<file path="src/hdl/byte_stream_tokenizer_unit_assert.svh">
// Assertion macros shared by the tokenizer modules.
// Needs a clock named aclk and an active-low synchronous reset named aresetn in scope.
`ifndef BYTE_STREAM_TOKENIZER_UNIT_ASSERT_SVH
`define BYTE_STREAM_TOKENIZER_UNIT_ASSERT_SVH
`ifndef SYNTHESIS
`define BST_ASSERT(label, prop, msg) \
    label: assert property (@(posedge aclk) disable iff (!aresetn) prop) else $error(msg);
`define BST_ASSERT_ALWAYS(label, prop, msg) \
    label: assert property (@(posedge aclk) prop) else $error(msg);
`else
`define BST_ASSERT(label, prop, msg)
`define BST_ASSERT_ALWAYS(label, prop, msg)
`endif
`endif

</file>
<file path="src/hdl/bst_pkg.sv">
// Shared types, constants and keyword tables of the byte stream tokenizer.
// No dependencies; used by bst_lexer, bst_outq and byte_stream_tokenizer_unit.
package bst_pkg;

    localparam int MAX_TEXT_LEN = 255;
    localparam int OFFSET_BITS  = 16;

    localparam int LEN_W        = 8;
    localparam int OUT_OFFSET_W = 16;
    localparam int SAT_W        = OFFSET_BITS + OUT_OFFSET_W;
    localparam int LEN_CAP      = (MAX_TEXT_LEN < 255) ? MAX_TEXT_LEN : 255;

    localparam int NUM_KW   = 10;
    localparam int KW_SLOTS = 8;
    localparam int KW_IDX_W = $clog2(KW_SLOTS);

    localparam int OUTQ_DEPTH = 3;
    localparam int OUTQ_CNT_W = $clog2(OUTQ_DEPTH + 1);

    typedef enum logic [3:0] {
        TK_NUMBER  = 4'd0,
        TK_IDENT   = 4'd1,
        TK_KEYWORD = 4'd2,
        TK_STRING  = 4'd3,
        TK_OP      = 4'd4,
        TK_EQUALS  = 4'd5,
        TK_SEMI    = 4'd6,
        TK_LPAREN  = 4'd7,
        TK_RPAREN  = 4'd8,
        TK_INVALID = 4'd9,
        TK_UNTERM  = 4'd10,
        TK_END     = 4'd11
    } tok_kind_t;

    typedef struct packed {
        tok_kind_t               kind;
        logic [OUT_OFFSET_W-1:0] start;
        logic [LEN_W-1:0]        len;
        logic                    ovf;
        logic [3:0]              kw;
        logic [7:0]              sym;
        logic                    last;
    } token_t;

    // Keyword spellings, one character per slot, zero padded
    localparam logic [7:0] KW_TEXT [NUM_KW][KW_SLOTS] = '{
        '{"F", "U", "N", "C", 8'h00, 8'h00, 8'h00, 8'h00},
        '{"A", "D", "P", 8'h00, 8'h00, 8'h00, 8'h00, 8'h00},
        '{"S", "T", "R", 8'h00, 8'h00, 8'h00, 8'h00, 8'h00},
        '{"A", "R", "T", 8'h00, 8'h00, 8'h00, 8'h00, 8'h00},
        '{"O", "U", "T", "L", "O", "G", 8'h00, 8'h00},
        '{"O", "U", "T", "W", "A", "R", 8'h00, 8'h00},
        '{"O", "U", "T", "D", "E", "B", 8'h00, 8'h00},
        '{"O", "U", "T", "E", "R", "R", 8'h00, 8'h00},
        '{"V", "A", "R", 8'h00, 8'h00, 8'h00, 8'h00, 8'h00},
        '{"C", "O", "N", "F", "I", "G", 8'h00, 8'h00}
    };

    localparam logic [LEN_W-1:0] KW_LEN [NUM_KW] = '{
        8'd4, 8'd3, 8'd3, 8'd3, 8'd6, 8'd6, 8'd6, 8'd6, 8'd3, 8'd6
    };

    // Clamp an internal offset to the width of the result field
    function automatic logic [OUT_OFFSET_W-1:0] sat_offset(input logic [OFFSET_BITS-1:0] p);
        logic [SAT_W-1:0] wide;
        wide = SAT_W'(p);
        if (wide > SAT_W'({OUT_OFFSET_W{1'b1}})) begin
            return {OUT_OFFSET_W{1'b1}};
        end
        return wide[OUT_OFFSET_W-1:0];
    endfunction

endpackage

</file>
<file path="src/hdl/byte_stream_tokenizer_unit.sv">
// Byte stream tokenizer: one source byte per transaction in, tokens out.
// Usage:
//   Slave channel s_*: s_tdata[7:0] is the source byte, s_tlast closes the input
//   (a zero byte does the same); both flush any pending token and emit an end token.
//   Master channel m_*: one token per transaction, m_tuser holds the kind,
//   m_tlast marks the final token caused by one input byte.
// Output: a token is registered in the token queue when the byte that completes it is taken.
// Throughput: one byte per cycle while m_tready stays high and each byte yields at most
//   one token; a byte that yields two tokens (one closing a pending token) holds s_tready
//   low until the single result port drains the three-entry token queue to at most one entry.
// Reset: aresetn (synchronous, active low) empties the queue, clears the lexer
//   state and sets the byte position to zero.
// Stall: while m_tready is low, tokens wait in the queue; s_tready drops once fewer
//   than two entries are free and rises again once the receiver has taken enough tokens to free two.
// Depends on bst_pkg, bst_lexer and bst_outq.
module byte_stream_tokenizer_unit (
    input  logic        aclk,
    input  logic        aresetn,
    input  logic        s_tvalid,
    output logic        s_tready,
    input  logic [7:0]  s_tdata,   // [7:0] in_byte
    input  logic        s_tlast,   // end_of_input
    output logic        m_tvalid,
    input  logic        m_tready,
    output logic [39:0] m_tdata,   // [15:0] start_offset, [23:16] token_length,
                                   // [24] length_overflow, [28:25] keyword_index,
                                   // [36:29] symbol_byte, [39:37] zero
    output logic [3:0]  m_tuser,   // [3:0] token_kind
    output logic        m_tlast    // last_of_run
);

    logic            step;
    logic            push0, push1;
    bst_pkg::token_t res0, res1, head;

    assign step = s_tvalid && s_tready;

    // Classify the byte and update lexer state
    bst_lexer u_lexer (
        .aclk         (aclk),
        .aresetn      (aresetn),
        .step         (step),
        .in_byte      (s_tdata),
        .end_of_input (s_tlast),
        .push0        (push0),
        .push1        (push1),
        .res0         (res0),
        .res1         (res1)
    );

    // Queue tokens toward the result channel
    bst_outq u_outq (
        .aclk       (aclk),
        .aresetn    (aresetn),
        .push0      (push0),
        .push1      (push1),
        .res0       (res0),
        .res1       (res1),
        .in_ready   (s_tready),
        .head_valid (m_tvalid),
        .head_ready (m_tready),
        .head       (head)
    );

    // Pack the head token onto the master ports
    assign m_tdata = {3'b000, head.sym, head.kw, head.ovf, head.len, head.start};
    assign m_tuser = head.kind;
    assign m_tlast = head.last;

endmodule

</file>
<file path="src/hdl/bst_lexer.sv">
// Lexer state and per-byte classification: turns one accepted byte into up to two tokens.
// Depends on bst_pkg and byte_stream_tokenizer_unit_assert.svh.
`include "byte_stream_tokenizer_unit_assert.svh"

module bst_lexer (
    input  logic            aclk,
    input  logic            aresetn,
    input  logic            step,
    input  logic [7:0]      in_byte,
    input  logic            end_of_input,
    output logic            push0,
    output logic            push1,
    output bst_pkg::token_t res0,
    output bst_pkg::token_t res1
);

    typedef enum logic [1:0] {
        MODE_IDLE  = 2'd0,
        MODE_NUM   = 2'd1,
        MODE_IDENT = 2'd2,
        MODE_STR   = 2'd3
    } lex_mode_t;

    localparam logic [bst_pkg::NUM_KW-1:0] CAND_ALL = {bst_pkg::NUM_KW{1'b1}};
    localparam logic [bst_pkg::OFFSET_BITS-1:0] POS_MAX = {bst_pkg::OFFSET_BITS{1'b1}};

    lex_mode_t                        mode_reg, mode_next;
    logic [bst_pkg::LEN_W-1:0]        len_reg, len_next;
    logic                             ovf_reg, ovf_next;
    logic [bst_pkg::OFFSET_BITS-1:0]  start_reg, start_next;
    logic [bst_pkg::OFFSET_BITS-1:0]  pos_reg, pos_next;
    logic [bst_pkg::NUM_KW-1:0]       cand_reg, cand_next;

    logic                             at_end;
    logic                             is_digit, is_alpha, is_ident, is_space;
    logic [bst_pkg::OFFSET_BITS-1:0]  pos_inc;
    logic                             kw_hit;
    logic [3:0]                       kw_idx;
    bst_pkg::token_t                  pend_tok, idle_tok, end_tok;
    logic                             idle_v, v0, v1;

    // Narrow candidate set by one character at position p
    function automatic logic [bst_pkg::NUM_KW-1:0] track(
        input logic [bst_pkg::NUM_KW-1:0] cand,
        input logic [bst_pkg::LEN_W-1:0]  p,
        input logic [7:0]                 b
    );
        logic [bst_pkg::NUM_KW-1:0] keep;
        for (int k = 0; k < bst_pkg::NUM_KW; k++) begin
            keep[k] = cand[k] && (p < bst_pkg::KW_LEN[k]) &&
                      (bst_pkg::KW_TEXT[k][p[bst_pkg::KW_IDX_W-1:0]] == b);
        end
        return keep;
    endfunction

    // Classify the byte
    always_comb begin
        at_end   = end_of_input || (in_byte == 8'h00);
        is_digit = in_byte inside {["0":"9"]};
        is_alpha = in_byte inside {["A":"Z"], ["a":"z"]};
        is_ident = is_alpha || is_digit || (in_byte == "_");
        is_space = in_byte inside {" ", [8'h09:8'h0D]};
        pos_inc  = (pos_reg == POS_MAX) ? pos_reg : pos_reg + 1'b1;
    end

    // Resolve a keyword match for the pending identifier, first listed wins
    always_comb begin
        kw_hit = 1'b0;
        kw_idx = '0;
        for (int i = bst_pkg::NUM_KW - 1; i >= 0; i--) begin
            if (cand_reg[i] && (bst_pkg::KW_LEN[i] == len_reg)) begin
                kw_hit = 1'b1;
                kw_idx = 4'(i);
            end
        end
        kw_hit = kw_hit && !ovf_reg;
    end

    // Build the pending token and the end token
    always_comb begin
        pend_tok       = '0;
        pend_tok.start = bst_pkg::sat_offset(start_reg);
        pend_tok.len   = len_reg;
        pend_tok.ovf   = ovf_reg;
        case (mode_reg)
            MODE_IDENT: begin
                pend_tok.kind = kw_hit ? bst_pkg::TK_KEYWORD : bst_pkg::TK_IDENT;
                pend_tok.kw   = kw_hit ? kw_idx : 4'd0;
            end
            MODE_STR: pend_tok.kind = bst_pkg::TK_UNTERM;
            default:  pend_tok.kind = bst_pkg::TK_NUMBER;
        endcase

        end_tok       = '0;
        end_tok.kind  = bst_pkg::TK_END;
        end_tok.start = bst_pkg::sat_offset(pos_reg);
    end

    // Next state and results for one byte
    always_comb begin
        mode_next  = mode_reg;
        len_next   = len_reg;
        ovf_next   = ovf_reg;
        start_next = start_reg;
        pos_next   = pos_reg;
        cand_next  = cand_reg;
        res0       = '0;
        res1       = '0;
        v0         = 1'b0;
        v1         = 1'b0;
        idle_tok   = '0;
        idle_v     = 1'b0;

        if (at_end) begin
            // Close what is pending, then the end token; return to reset values
            if (mode_reg != MODE_IDLE) begin
                res0 = pend_tok;
                res1 = end_tok;
                v0   = 1'b1;
                v1   = 1'b1;
            end else begin
                res0 = end_tok;
                v0   = 1'b1;
            end
            mode_next  = MODE_IDLE;
            len_next   = '0;
            ovf_next   = 1'b0;
            start_next = '0;
            pos_next   = '0;
            cand_next  = CAND_ALL;
        end else if (mode_reg == MODE_STR) begin
            if (in_byte == "\"") begin
                res0      = pend_tok;
                res0.kind = bst_pkg::TK_STRING;
                v0        = 1'b1;
                mode_next = MODE_IDLE;
            end else if (len_reg >= bst_pkg::LEN_W'(bst_pkg::LEN_CAP)) begin
                ovf_next = 1'b1;
            end else begin
                len_next = len_reg + 1'b1;
            end
        end else if ((mode_reg == MODE_NUM && is_digit) ||
                     (mode_reg == MODE_IDENT && is_ident)) begin
            // Extend the running number or identifier
            if (mode_reg == MODE_IDENT) begin
                cand_next = track(cand_reg, len_reg, in_byte);
            end
            if (len_reg >= bst_pkg::LEN_W'(bst_pkg::LEN_CAP)) begin
                ovf_next = 1'b1;
            end else begin
                len_next = len_reg + 1'b1;
            end
        end else begin
            // Handle the byte as in idle; a running token is closed first
            mode_next = MODE_IDLE;
            if (is_digit || is_alpha || in_byte == "_" || in_byte == "\"") begin
                start_next = pos_reg;
                len_next   = 8'd1;
                ovf_next   = 1'b0;
                cand_next  = CAND_ALL;
                if (is_digit) begin
                    mode_next = MODE_NUM;
                end else if (in_byte == "\"") begin
                    mode_next  = MODE_STR;
                    start_next = pos_inc;
                    len_next   = '0;
                end else begin
                    mode_next = MODE_IDENT;
                    cand_next = track(CAND_ALL, '0, in_byte);
                end
            end else if (!is_space) begin
                idle_v         = 1'b1;
                idle_tok.start = bst_pkg::sat_offset(pos_reg);
                idle_tok.len   = 8'd1;
                idle_tok.sym   = in_byte;
                case (in_byte)
                    "+", "-", "*", "/": idle_tok.kind = bst_pkg::TK_OP;
                    "=":                idle_tok.kind = bst_pkg::TK_EQUALS;
                    ";":                idle_tok.kind = bst_pkg::TK_SEMI;
                    "(":                idle_tok.kind = bst_pkg::TK_LPAREN;
                    ")":                idle_tok.kind = bst_pkg::TK_RPAREN;
                    default:            idle_tok.kind = bst_pkg::TK_INVALID;
                endcase
            end
            if (mode_reg != MODE_IDLE) begin
                res0 = pend_tok;
                v0   = 1'b1;
                res1 = idle_tok;
                v1   = idle_v;
            end else begin
                res0 = idle_tok;
                v0   = idle_v;
            end
        end

        if (!at_end) begin
            pos_next = pos_inc;
        end

        // Mark the final token of this byte
        res0.last = v0 && !v1;
        res1.last = v1;
    end

    assign push0 = step && v0;
    assign push1 = step && v1;

    // Hold lexer state, advance on each accepted byte
    always_ff @(posedge aclk) begin
        if (!aresetn) begin
            mode_reg  <= MODE_IDLE;
            len_reg   <= '0;
            ovf_reg   <= 1'b0;
            start_reg <= '0;
            pos_reg   <= '0;
            cand_reg  <= CAND_ALL;
        end else if (step) begin
            mode_reg  <= mode_next;
            len_reg   <= len_next;
            ovf_reg   <= ovf_next;
            start_reg <= start_next;
            pos_reg   <= pos_next;
            cand_reg  <= cand_next;
        end
    end

    `BST_ASSERT(a_end_resets, (step && at_end) |=> (mode_reg == MODE_IDLE && pos_reg == '0 && cand_reg == CAND_ALL), "end of input did not restore reset state")
    `BST_ASSERT_ALWAYS(a_second_after_first, push1 |-> (push0 && !res0.last && res1.last), "second token without a first one")
    `BST_ASSERT_ALWAYS(a_single_is_last, (push0 && !push1) |-> res0.last, "single token not marked last")

endmodule

</file>
<file path="src/hdl/bst_outq.sv">
// Three-entry token queue between the lexer and the result channel.
// Depends on bst_pkg and byte_stream_tokenizer_unit_assert.svh.
`include "byte_stream_tokenizer_unit_assert.svh"

module bst_outq (
    input  logic            aclk,
    input  logic            aresetn,
    input  logic            push0,
    input  logic            push1,
    input  bst_pkg::token_t res0,
    input  bst_pkg::token_t res1,
    output logic            in_ready,
    output logic            head_valid,
    input  logic            head_ready,
    output bst_pkg::token_t head
);

    bst_pkg::token_t                slot_reg  [bst_pkg::OUTQ_DEPTH];
    bst_pkg::token_t                slot_next [bst_pkg::OUTQ_DEPTH];
    logic [bst_pkg::OUTQ_CNT_W-1:0] count_reg, count_next;
    logic [bst_pkg::OUTQ_CNT_W-1:0] base;
    logic                           pop;

    assign head_valid = (count_reg != '0);
    assign head       = slot_reg[0];
    assign pop        = head_valid && head_ready;
    // Room for two tokens is needed before a byte is taken
    assign in_ready   = (count_reg <= bst_pkg::OUTQ_CNT_W'(bst_pkg::OUTQ_DEPTH - 2));

    // Shift on pop, then write new tokens behind the survivors
    always_comb begin
        base = count_reg - bst_pkg::OUTQ_CNT_W'(pop);
        for (int i = 0; i < bst_pkg::OUTQ_DEPTH; i++) begin
            if (pop && i < bst_pkg::OUTQ_DEPTH - 1) begin
                slot_next[i] = slot_reg[i + 1];
            end else begin
                slot_next[i] = slot_reg[i];
            end
            if (push0 && base == bst_pkg::OUTQ_CNT_W'(i)) begin
                slot_next[i] = res0;
            end else if (push1 && base + 1'b1 == bst_pkg::OUTQ_CNT_W'(i)) begin
                slot_next[i] = res1;
            end
        end
        count_next = base + bst_pkg::OUTQ_CNT_W'(push0) + bst_pkg::OUTQ_CNT_W'(push1);
    end

    // Hold the fill count
    always_ff @(posedge aclk) begin
        if (!aresetn) begin
            count_reg <= '0;
        end else begin
            count_reg <= count_next;
        end
    end

    // Payload slots carry no reset
    always_ff @(posedge aclk) begin
        for (int i = 0; i < bst_pkg::OUTQ_DEPTH; i++) begin
            slot_reg[i] <= slot_next[i];
        end
    end

    `BST_ASSERT(a_count_bound, count_reg <= bst_pkg::OUTQ_CNT_W'(bst_pkg::OUTQ_DEPTH), "queue count beyond depth")
    `BST_ASSERT(a_no_overrun, push0 |-> (count_reg <= bst_pkg::OUTQ_CNT_W'(bst_pkg::OUTQ_DEPTH - 2)), "push into a full queue")
    `BST_ASSERT(a_pop_drains, (pop && !push0) |=> (count_reg == $past(count_reg) - 1'b1), "pop did not drain one entry")

endmodule
</file>
<file path="config.mk">
export PLATFORM = sky130hd
export DESIGN_NAME = byte_stream_tokenizer_unit
export DESIGN_NICKNAME = d
export VERILOG_FILES = /design/src/hdl/bst_pkg.sv /design/src/hdl/byte_stream_tokenizer_unit.sv /design/src/hdl/bst_lexer.sv /design/src/hdl/bst_outq.sv
export VERILOG_INCLUDE_DIRS = /design/src /design/src/hdl
export SDC_FILE = /design/constraint.sdc
export NUM_CORES = 1
export LEC_CHECK = 0
export BUFFER_PORTS_ARGS = -buffer_cell sky130_fd_sc_hd__buf_2
export CORE_MARGIN = 2
export CORE_UTILIZATION = 55
export CTS_CLUSTER_SIZE = 10
export DETAILED_ROUTE_END_ITERATION = 10
export PLACE_DENSITY = 0.72
export SETUP_SLACK_MARGIN = 0.4
export SYNTH_ARGS = -nofsm -noshare
export SYNTH_HDL_FRONTEND = slang
export SYNTH_SLANG_ARGS = --single-unit
</file>
<file path="constraint.sdc">
create_clock -name aclk -period 7.15 [get_ports aclk]
set_input_delay 0.3575 -clock aclk [delete_from_list [all_inputs] [get_ports aclk]]
set_output_delay 0.3575 -clock aclk [all_outputs]
set_load 0.005 [all_outputs]
</file>
==> flow_metrics.tcl, run 1 <==
set metrics [dict create \
    cp.required_ns 7.08 \
    ir_drop_mv 0.189 \
    drt_iter0_drc 974 \
    die_h_um 142 \
    synth_ff_type "edfxtp_1" \
    hold_violations 0 \
    worstSkewPairLatency_ns 0.45 \
    postCtsSetupBuffers 0 \
    die_area_um2 20300 \
    tritoncts "yes" \
    grt_pass1_vias 7405 \
    place_ws_ns 1.79 \
    drv_slew 0 \
    cpMaxStageDelayCell "o21a_1" \
    fin_crit_sh_pct 70.9 \
    drt-total-wl_mm 26.2 \
    routedWlPerCell_um 20.6 \
    grt_pass1_wl_mm 41.3 \
    h-tree-depth 4 \
    ys_top_cells_by_area "edfxtp_1 (36%), dfxtp_1 (10%), buf_4 (3.4%)" \
    worstHoldPathCells 2 \
    place.gp.congestion 0.937 \
    drc 0 \
    area_growth_pct 4.89 \
    status "finished clean" \
    netlist_instances 1074 \
    yosys_warnings 0 \
    antenna_cells 0 \
    die_w_um 142 \
    cellLeakagePower_nw 4.03 \
    clock-root-buffer "clkbuf_16" \
    nets 1052 \
    ioPinCount 60 \
    setup_tns_ns 0 \
    rows 50 \
    max_cap_violations 0 \
    r2r-start "u_outq.count_reg[1]" \
    fmax_mhz 197 \
    max_slew_margin_pct 20.6 \
    reg2reg_depth 11 \
    synth_top_cell_area_share_pct 35.9 \
    ys_ff_latch 181 \
    r2r-end "u_outq.slot_reg[0][48]" \
    slowest_delay_ns 1.00 \
    dp_hpwl_mm 17.7 \
    cp-start-kind "input pin" \
    path_class "input pin to register" \
    grt_max_degree 47 \
    crit_path_start "s_tdata[4]" \
    worst_slack_ns 2.08 \
    seq_area_frac_synth_pct 46.4 \
    numPortBuffers 56 \
    numCtsBuffers 17 \
    synth_top_area_cell "edfxtp_1" \
    cts_buffer_depth 2 \
    setup_viol 0 \
    p_total_mw 3.38 \
    syn-cell-area_um2 10500 \
    largest_reg_flops 126 \
    drive_gt1_share_pct 11.4 \
    crit_path_max_fanout 42 \
    path_cells "buf_2 > nor4_1 > nand2_1 > o211ai_1 > o31a_1 > or2_0 > o21a_1 > nand2_2" \
    hold_path_class "input pin to register" \
    cts_resized 0 \
    rsz0062_at_grt "no" \
    worstMarginPinSlew_ns 1.19 \
    ys_async_sr_fraction_pct 0 \
    hp-start "aresetn" \
    clk_pin_slew_worst_paths_ns 0.07 \
    grt_usage_pct 26.1 \
    finalCriticalPeriod_ns 5.07 \
    grt_overflow 0 \
    synth_area_per_cell_um2 9.81 \
    initial_utilization_pct 56.1 \
    synth_edf_count 126 \
    placeableCoreArea_um2 18800 \
    vias 8265 \
    power.density_nw_per_um2 306 \
    cts_hold_buffers 0 \
    drt_pass1_iterations 5 \
    arrival_ns 4.99 \
    clock-sinks 181 \
    synth.distinct_cells 80 \
    r2r_slack_ns 2.21 \
    vias_per_cell 6.50 \
    worst_setup_path_end_kind "register" \
    skew_ns 0.0131 \
    grt_antenna_before_repair 0 \
    antenna_left 0 \
    whs_endpoint "u_lexer.cand_reg[9]" \
]
## worst max-delay path by stage
stage	to	cells after the start	slack, ns
CTS	u_outq.slot_reg[0][47]	8	2.24
finish	u_outq.slot_reg[0][48]	8	2.08
global placement	u_outq.slot_reg[0][58]	8	1.98
global route	u_outq.slot_reg[0][48]	8	1.65
detailed placement	u_outq.slot_reg[0][46]	8	1.79
floorplan	u_outq.slot_reg[0][42]	11	3.55
## synth_stat cells (all sizes together), types with 13 or more instances
master,n
clkbuf,64
and2,21
o211ai,32
nand2,72
edfxtp,126
a22o,33
a221o,31
nor2,70
o21ai,60
nor4,13
mux2i,26
xnor2,33
nand4,17
ha,13
nor3,26
dfxtp,55
buf,74
a21oi,69
nand3,23
and3,35
inv,26
## final cells by class
type	count	area [um^2]
multi-input cells	730	4810
well taps	234	293
fillers	1555	7720
repair buffers	68	370
clock buffers	18	429
inverters	27	101
flip-flops and latches	181	4880
clock inverters	14	164
## per-layer routing
layer  vias to the layer above  GRT usage [%]  share of wire (%)
met5                         -              0                  0
met4                         0           7.30                1.5
met3                        35           4.85                7.6
met2                       375           39.5                 45
met1                      3965           38.4                 46
li1                       3890              -                  -
## critical path: cells and delay by family
kind	cells	cell delay (ns)
buffers and inverters	1	0.30
AND/OR/NAND/NOR	4	2.49
AO/OA/AOI/OAI	3	1.78
## stage by stage
stage	instance area [um^2]	hold slack (ns)	util (%)	instances
6_report	11000	0.239	58.9	1272
5_1_grt	11000	0.254	58.9	1272
4_1_cts	11000	0.241	58.9	1272
3_5_place_dp	10500	0.489	55.7	1240
3_3_place_gp	10500	0.484	55.7	1240
2_1_floorplan	10500	0.453	-	1076
## kinds of logic (layout without fill, tap and decap cells)
group	count (synthesis)	count (layout)	share of synthesized area (%)
flops	181	181	46.4
compound gates	314	314	21.3
mux	26	26	2.47
xor+xnor	39	39	3.24
buf+inv	165	127	8.23
simple gates	333	333	16.5
fa+ha+maj	15	15	1.83
other cells	1	3	0.0356
## power breakdown
group	switching (mW)	leakage, nW	internal [mW]
clock	0.457	0.284	0.469
combinational	0.536	2.10	0.327
sequential	0.0800	1.65	1.51
total	1.07	4.03	2.30
## placed cells by master (no fill, tap or decap), drive strengths merged, types with 33 or more instances in the layout
cell type,Yosys,layout
a22o,33,33
buf,74,68
edfxtp,126,126
a21oi,69,69
xnor2,33,33
dfxtp,55,55
o21ai,60,60
nand2,72,72
nor2,70,70
and3,35,35
(Power assumes the default switching activity.)
==> run 2, diff against run 1 <==
clock period = 4.69 ns   (was 7.15 ns; I/O delays follow)
==> flow_metrics.tcl, run 2 (synthesized netlist as in run 1, its figures left out) <==
set metrics [dict create \
    dp_hpwl_mm 17.8 \
    ir_drop_mv 0.285 \
    grt_usage_pct 25.5 \
    cp.required_ns 4.75 \
    worstMarginPinSlew_ns 1.42 \
    grt_pass1_vias 7275 \
    power_frac_comb_pct 25.6 \
    setup_viol 0 \
    drt_pass1_iterations 6 \
    p_int_mw 3.56 \
    drt-total-wl_mm 25.8 \
    grt_antenna_before_repair 0 \
    slowest_delay_ns 0.73 \
    ioPinCount 60 \
    numCtsBuffers 17 \
    placeableCoreArea_um2 18800 \
    postCtsSetupBuffers 0 \
    die_w_um 142 \
    place.gp.congestion 0.915 \
    routedWlPerCell_um 20.2 \
    drc 0 \
    hold_violations 0 \
    skew_ns 0.0139 \
    cts_buffer_depth 2 \
    p_sw_mw 1.60 \
    arrival_ns 3.62 \
    drv_slew 0 \
    numPortBuffers 56 \
    path_cells "inv_1 > nand2_1 > nand2_1 > inv_1 > ha_1 > nor2_1 > and2_1 > nand2_1 > or2_0 > buf_4 > o21a_1 > nand2_2" \
    power.density_nw_per_um2 465 \
    die_h_um 142 \
    layout_commonest_cell "edfxtp_1" \
    finalCriticalPeriod_ns 3.56 \
    grt_max_degree 43 \
    cpMostUsedCell "nand2_1" \
    vias_per_cell 6.44 \
    grt_pass1_wl_mm 40.5 \
    die_area_um2 20300 \
    cellLeakagePower_nw 4.04 \
    post_dp_cell_area_um2 10500 \
    clock-root-buffer "clkbuf_16" \
    area_growth_pct 5.20 \
    largest_reg_flops 126 \
    rsz0062_at_grt "no" \
    cts_resized 0 \
    cts_hold_buffers 0 \
    clkPwrFrac_pct 27.6 \
    cpMaxStageDelayCell "nand2_2" \
    max_cap_violations 0 \
    path_class "register to register" \
    grt_overflow 0 \
    status "finished clean" \
    fin_crit_sh_pct 76.0 \
    crit_path_max_fanout 42 \
    drt_iter0_drc 1033 \
    worst_setup_path_end_kind "register" \
    clock-sinks 181 \
    initial_utilization_pct 56.1 \
    cp-start-kind "register" \
    stdcell_area_um2 11100 \
    tritoncts "yes" \
    rows 50 \
    setup_tns_ns 0 \
    nets 1057 \
    antenna_cells 0 \
    clk_pin_slew_worst_paths_ns 0.07 \
    h-tree-depth 4 \
    netSwitchingFraction_pct 31.0 \
    seqPwrFrac_pct 46.8 \
    most-common-layout-cells "edfxtp_1 (126), nor2_1 (70), nand2_1 (69)" \
    antenna_left 0 \
    fmax_mhz 281 \
    vias 8215 \
    hold_path_class "input pin to register" \
    worstSkewPairLatency_ns 0.44 \
    drive_gt1_share_pct 11.8 \
    max_slew_margin_pct 5.15 \
]
-- run 2: cell types whose count changed in the layout (fill, tap and decap cells not counted) --
| cell | before | now |
|---|---|---|
| buf_4 | 12 | 17 |
| bufinv_16 | 0 | 1 |
| clkbuf_1 | 1 | 0 |
| clkinv_4 | 2 | 1 |
| clkinv_8 | 5 | 2 |
| clkinvlp_4 | 1 | 3 |
| inv_8 | 2 | 3 |
-- run 2: power groups by stage --
stage	logic, mW	clock network (mW)	registers [mW]
after floorplan	1.15	0	2.42
after global placement	1.30	0	2.44
after detailed placement	1.32	0	2.45
after CTS	1.32	1.43	2.41
after global routing	1.45	1.48	2.46
final	1.32	1.42	2.41
-- run 2: routing by layer --
layer	up-vias	track usage, %	wire (um)
met5	-	0	0
li1	3898	-	-
met1	3866	38.5	11600
met4	0	7.71	494
met3	41	4.48	2450
met2	410	37.6	11300
-- run 2: metrics by stage --
stage	setup WS, ns	util [%]	cells	power [mW]	hold slack, ns
3_3_place_gp	1.06	55.9	1245	3.74	0.481
6_report	1.13	59.0	1276	5.15	0.129
4_1_cts	1.11	59.0	1276	5.16	0.127
2_1_floorplan	1.22	-	1076	3.57	0.423
3_5_place_dp	1.05	55.9	1245	3.76	0.482
5_1_grt	0.827	59.0	1276	5.40	0.141
-- run 2: path summary, 6_finish.rpt --
| check | startpoint | to | slack [ns] | cells past startpoint |
|---|---|---|---|---|
| worst min register to register | u_lexer.start_reg[3] | u_lexer.start_reg[3] | 0.49 | 1 |
| worst min-delay path | aresetn | u_lexer.cand_reg[9] | 0.13 | 2 |
| worst max-delay path | u_outq.count_reg[1] | u_outq.slot_reg[0][75] | 1.13 | 12 |
| worst max register to register | u_outq.count_reg[1] | u_outq.slot_reg[0][75] | 1.13 | 12 |
-- run 2: critical path, delay by kind of cell (launching register included) --
family / cells / cell delay, ns
simple gates: 7 / 2.06
buf+inv: 3 / 0.34
flops: 1 / 0.33
fa+ha+maj: 1 / 0.27
compound gates: 1 / 0.15
-- run 2: cell type report --
type | instances | area (um^2)
Sequential cell | 181 | 4880
Clock inverter | 14 | 163
Inverter | 27 | 101
Fill cell | 1598 | 7690
Clock buffer | 17 | 425
Tap cell | 234 | 293
Multi-Input combinational cell | 730 | 4810
Timing Repair Buffer | 73 | 408
